**config.mk**
```make
export PLATFORM = sky130hd
export DESIGN_NAME = rpt_cell
export DESIGN_NICKNAME = d
export VERILOG_FILES = /design/src/design/received_pn_range_tracker_unit_defines.svh /design/src/design/rpt_pkg.sv /design/src/design/rpt_cell.sv
export SDC_FILE = /design/constraint.sdc
export NUM_CORES = 1
export LEC_CHECK = 0
export BUFFER_PORTS_ARGS = -buffer_cell sky130_fd_sc_hd__buf_4
export CAP_MARGIN = 10
export CORE_MARGIN = 3
export CORE_UTILIZATION = 30
export CTS_BUF_LIST = sky130_fd_sc_hd__clkbuf_4 sky130_fd_sc_hd__clkbuf_8
export CTS_CLUSTER_DIAMETER = 120
export DETAILED_ROUTE_END_ITERATION = 10
export GPL_ROUTABILITY_DRIVEN = 0
export HOLD_SLACK_MARGIN = 0.15
export PLACE_DENSITY_LB_ADDON = 0.12
export RECOVER_POWER = 25
export SETUP_SLACK_MARGIN = 0.2
export SLEW_MARGIN = 20
export SYNTH_ARGS = -nofsm -noshare
export SYNTH_HDL_FRONTEND = slang
export SYNTH_SLANG_ARGS = --single-unit
export TNS_END_PERCENT = 20
```
**constraint.sdc**
```tcl
create_clock -name clk -period 3.97 [get_ports clk]
set_clock_uncertainty 0.1 [all_clocks]
set_input_delay 0.5955 -clock clk [delete_from_list [all_inputs] [get_ports clk]]
set_output_delay 0.5955 -clock clk [all_outputs]
set_load 0.01 [all_outputs]
```
**src/design/received_pn_range_tracker_unit_defines.svh**
```systemverilog
// Assertion macros used by the range tracker unit.
`ifndef RECEIVED_PN_RANGE_TRACKER_UNIT_DEFINES_SVH
`define RECEIVED_PN_RANGE_TRACKER_UNIT_DEFINES_SVH

// Same-cycle implication, sampled on clk, off while arst_n is low.
`define RPT_CHECK(label, ante, cons, msg) \
	label: assert property (@(posedge clk) disable iff (!arst_n) (ante) |-> (cons)) \
		else $error(msg);

// Next-cycle implication, sampled on clk, off while arst_n is low.
`define RPT_CHECK_NEXT(label, ante, cons, msg) \
	label: assert property (@(posedge clk) disable iff (!arst_n) (ante) |=> (cons)) \
		else $error(msg);

`endif

```
**src/design/rpt_pkg.sv**
```systemverilog
// Types, codes and constants of the received packet number range tracker.
`default_nettype none

package rpt_pkg;

	localparam int MAX_RANGES = 32;
	localparam int PN_W       = 62;
	localparam int CNT_OUT_W  = 6;

	typedef logic [PN_W-1:0] pn_t;

	typedef enum logic [1:0] {
		ACT_ADD    = 2'd0,
		ACT_QUERY  = 2'd1,
		ACT_ERASE  = 2'd2,
		ACT_REPORT = 2'd3
	} action_t;

	typedef struct packed {
		action_t action;
		pn_t     pn;
	} in_item_t;

	typedef struct packed {
		logic                 present;
		pn_t                  range_low;
		pn_t                  range_high;
		pn_t                  gap;
		logic                 is_last;
		logic                 table_empty;
		logic                 overflow;
		logic [CNT_OUT_W-1:0] stored_ranges;
	} out_item_t;

	// Operation broadcast to every cell of the chain
	typedef enum logic [3:0] {
		OP_HOLD,
		OP_INS,
		OP_MERGE,
		OP_EXT_HI,
		OP_EXT_LO,
		OP_OVF,
		OP_SHIFT_DN,
		OP_CLAMP,
		OP_ROT
	} cell_op_t;

	typedef struct packed {
		cell_op_t op;
		pn_t      pn;
	} cell_cmd_t;

	typedef struct packed {
		logic valid;
		pn_t  lo;
		pn_t  hi;
	} cell_data_t;

	// Compare results of one cell against the current packet number
	typedef struct packed {
		logic below;        // whole range lies under pn
		logic held;         // pn inside the range
		logic touch_top;    // hi + 1 == pn
		logic touch_bottom; // lo == pn + 1
	} cell_flags_t;

endpackage

`default_nettype wire

```
**src/design/rpt_cell.sv**
```systemverilog
// One range cell: holds a range, compares it with pn, shifts with its neighbors.
`default_nettype none

module rpt_cell (
	input  logic                clk,
	input  logic                arst_n,
	input  logic                head,
	input  rpt_pkg::cell_cmd_t  cmd,
	input  rpt_pkg::cell_data_t lower,
	input  rpt_pkg::cell_data_t upper,
	input  logic                below_prev,
	input  logic                below_next,
	output rpt_pkg::cell_data_t data,
	output rpt_pkg::cell_flags_t flags
);

	localparam int XW = rpt_pkg::PN_W + 1;

	logic                 valid_q;
	rpt_pkg::pn_t         lo_q;
	rpt_pkg::pn_t         hi_q;
	rpt_pkg::cell_flags_t flags_q;
	rpt_pkg::cell_flags_t flags_d;
	rpt_pkg::cell_data_t  cur;
	rpt_pkg::cell_data_t  nxt;
	logic [XW-1:0]        pn_x;

	assign cur   = '{valid: valid_q, lo: lo_q, hi: hi_q};
	assign data  = cur;
	assign flags = flags_q;

	// Compare the stored range with the packet number
	always_comb begin
		pn_x = {1'b0, cmd.pn};
		flags_d.below        = valid_q && (hi_q < cmd.pn);
		flags_d.held         = valid_q && (lo_q <= cmd.pn) && (cmd.pn <= hi_q);
		flags_d.touch_top    = valid_q && (({1'b0, hi_q} + XW'(1)) == pn_x);
		flags_d.touch_bottom = valid_q && ({1'b0, lo_q} == (pn_x + XW'(1)));
	end

	// Pick the next content from this cell, a neighbor or the packet number
	always_comb begin
		nxt = cur;
		unique case (cmd.op)
			rpt_pkg::OP_HOLD: begin
				nxt = cur;
			end
			rpt_pkg::OP_INS: begin
				if (!below_prev) begin
					nxt = lower;
				end else if (!flags_q.below) begin
					nxt = '{valid: 1'b1, lo: cmd.pn, hi: cmd.pn};
				end
			end
			rpt_pkg::OP_MERGE: begin
				if (!flags_q.below) begin
					nxt = upper;
				end else if (!below_next) begin
					nxt.hi = upper.hi;
				end
			end
			rpt_pkg::OP_EXT_HI: begin
				if (flags_q.below && !below_next) begin
					nxt.hi = cmd.pn;
				end
			end
			rpt_pkg::OP_EXT_LO: begin
				if (below_prev && !flags_q.below) begin
					nxt.lo = cmd.pn;
				end
			end
			rpt_pkg::OP_OVF: begin
				if (below_next) begin
					nxt = upper;
				end else if (flags_q.below) begin
					nxt = '{valid: 1'b1, lo: cmd.pn, hi: cmd.pn};
				end
			end
			rpt_pkg::OP_SHIFT_DN: begin
				nxt = upper;
			end
			rpt_pkg::OP_CLAMP: begin
				if (head) begin
					nxt.lo = cmd.pn;
				end
			end
			rpt_pkg::OP_ROT: begin
				nxt = lower;
			end
			default: begin
				nxt = cur;
			end
		endcase
	end

	// Hold occupancy and compare flags
	always_ff @(posedge clk or negedge arst_n) begin
		if (!arst_n) begin
			valid_q <= 1'b0;
			flags_q <= '0;
		end else begin
			valid_q <= nxt.valid;
			flags_q <= flags_d;
		end
	end

	// Hold range bounds
	always_ff @(posedge clk) begin
		lo_q <= nxt.lo;
		hi_q <= nxt.hi;
	end

endmodule

`default_nettype wire

```
==> results.cfg <==
[synth]
yosysSeqAreaShare_pct = 26.7
synth_edf_count = 124
synth_seq_cells = 129
ys_types = 75
yosysMostFrequentCell = inv_1
netlist_area_mm2 = 0.0144
synth_fp_nets = 2183
yosys_warnings = 0
async_flop_share_pct = 3.88
yosys_most_used_dff = edfxtp_1
synth.avg_cell_area_um2 = 8.29
synth_area_leaders = edfxtp_1 (26%), ha_1 (11%), a222oi_1 (8.6%), xnor2_1 (6.2%), inv_1 (5.1%)
syn_inst = 1736
synth_top_area_share_pct = 25.9
synth_common_cells = inv_1 (194), ha_1 (126), nand2_1 (126), a222oi_1 (124), edfxtp_1 (124)
yosysTopAreaCell = edfxtp_1

[sta]
hold_slack_ns = 0.230
hold_viol = 0
slew_headroom_pct = -43.8
fin_crit_ns = 3.62
tightest_slew_ns = 2.14
fin_crit_sh_pct = 91.1
tns_ns = 0
rsz0062_at_grt = no
fmax_ghz = 0.277
finalSetupViolations = 0
drv_slew = 53

[critical_path]
cp-end-kind = register
critical_path_class = reg2reg
crit_fanout = 9
startpoint_type = register
critPathSlowestCell = or3_1
path_common_cell = nand4_1
cp.required_ns = 4.33
cp.arrival_ns = 3.98
cp_slowest_stage_delay_ns = 0.62
path_cells = clkbuf_1 > nand4_1 > or3_1 > nor4_2 > buf_4 > nand2_1 > o21ba_1 > nor4b_1 > nand4_1 > nor4_1

[route]
ant_nets = 0
dr.pass1.iters = 10
vias = 16004
wirelength_um = 70100
routedWlPerCell_um = 25.6
drt_iter0_markers = 1931
viasPerCell = 5.84
drcViolationCount = 0

[global_routing]
grt_pass1_vias = 15508
grt_pass1_wl_um = 99900
grt_usage_pct = 26.6
antenna_found_initial = 4
grt_max_degree = 68
grt_overflow_total = 0

[outcome]
violations = max-capacitance violations, max-slew violations
status = finished, violations left

[worst_hold_path]
hold_class = in2reg

[cts]
cts_tree = yes
clock_sink_count = 129
post_cts_buffers = 0
cts_buffers = 17
htreeDepth = 4
root_buffer = clkbuf_8
clk_pin_slew_worst_paths_ns = 0.09
clock_latency_ns = 0.56
clk_path_buf_depth = 2

[floorplanning]
die-area_mm2 = 0.0506
placementRows = 79
die_x_um = 225
die_y_um = 225
io_pins = 450
coreArea_mm2 = 0.0470
initial_core_util_pct = 30.7

[power_and_ir_drop]
ir_drop_uv = 147
leakage_nw = 7.79
p_total_mw = 5.10
cellPowerDensity_mw_per_mm2 = 276

[job]
drv_cap = 2

[layout]
final_cell_count_no_fill = 2741
drive_above_1_share_pct = 22.0
area_growth_pct = 28.4
final_area_mm2 = 0.0185
nNetsFinal = 2567

[place]
dp_hpwl_um = 55500
place_inst = 2707
portBuffers = 449
dpl-instance-area_mm2 = 0.0185
critical path: cells and delay by family, from the launching register on:
family          cells  cell delay (ns)
compound gates      1             0.20
buf+inv             2             0.60
flops               1             0.32
simple gates        7             2.31
kinds of logic (layout without fill, tap and decap cells):
logic type / after synthesis / in the layout / share of synthesized area (%)
xor gates and xnor gates: 169 / 169 / 10.3
DFF: 129 / 129 / 26.7
other: 0 / 2 / 0
muxes: 15 / 15 / 1.07
adders and majority gates: 127 / 127 / 11.0
buffers and inverters: 333 / 729 / 9.20
and+or+nand+nor: 536 / 536 / 20.1
AOI/OAI and AO/OA: 427 / 427 / 21.6
routing by layer:
layer / GRT usage [%] / wire, µm / vias up
met3: 5.46 / 5880 / 91
met1: 34.2 / 28900 / 7697
met4: 7.94 / 1730 / 6
met2: 45.1 / 33600 / 846
li1: - / - / 7364
met5: 0 / 31 / -
per-stage QoR:
| step | utilization (%) | worst slack [ns] |
|---|---|---|
| floorplan | - | 0.332 |
| global placement | 39.3 | 0.275 |
| detailed placement | 39.3 | 0.127 |
| CTS | 40.1 | 0.414 |
| global route | 39.4 | 0.262 |
| finish | 39.4 | 0.355 |
final timing paths:
kind,start,endpoint,slack (ns),cells past startpoint
hold / removal,upper[38],hi_q[38],0.23,3
setup reg to reg,hi_q[16],flags[1],0.35,10
min in group asynchronous,arst_n,flags[1],0.40,2
setup / recovery,hi_q[16],flags[1],0.35,10
hold reg to reg,valid_q,flags[2],0.52,1
max in group asynchronous,arst_n,flags[2],3.01,2
sequential cells by signal (all words and copies together) (netlist names):
register  count
hi_q         62
lo_q         62
flags         4
valid_q       1
layout make-up:
type	instances	area, µm²
tap	607	759
fill	4835	28500
sequential	129	3850
clock inverter	12	119
timing repair buffer	504	3500
multi-input combinational	1274	9280
clock buffer	19	249
inverter	194	728
antenna	2	5.00
layout by cell type, fill, tap and decap left out, drive strengths merged, types with 4 or more instances in the layout:
master | synthesis | routed
mux2i | 12 | 12
dfrtp | 5 | 5
nor4b | 6 | 6
xor2 | 67 | 67
nor3 | 46 | 46
nor2 | 69 | 69
nand4 | 78 | 78
o211ai | 10 | 10
a211oi | 15 | 15
a2111oi | 6 | 6
o22ai | 7 | 7
and3 | 16 | 16
a211o | 4 | 4
clkinv | 0 | 6
nand3 | 61 | 61
nor3b | 4 | 4
nand2b | 8 | 8
nand2 | 127 | 127
nor2b | 10 | 10
clkbuf | 95 | 110
a21o | 32 | 32
or2 | 4 | 4
a31oi | 19 | 19
o2111ai | 5 | 5
xnor2 | 102 | 102
clkinvlp | 0 | 4
nor4 | 48 | 48
a21oi | 61 | 61
o21ai | 112 | 112
or4 | 7 | 7
ha | 126 | 126
buf | 44 | 412
a222oi | 124 | 124
inv | 194 | 194
or3 | 20 | 20
and4 | 18 | 18
edfxtp | 124 | 124
and2 | 8 | 8
power by group:
| part | switching, mW | leakage (nW) | internal [mW] |
|---|---|---|---|
| clock | 0.618 | 0.181 | 0.556 |
| sequential | 0.221 | 1.25 | 1.69 |
| combinational | 1.16 | 6.35 | 0.864 |
repair_timing:
action / CTS / global route
hold endpoints to repair: 5 / 0
hold buffers: 1 / 0
gates resized for setup: 0 / 1
endpoints found under the setup margin: 0 / 1
No activity file was read; power rests on OpenSTA's default activity.
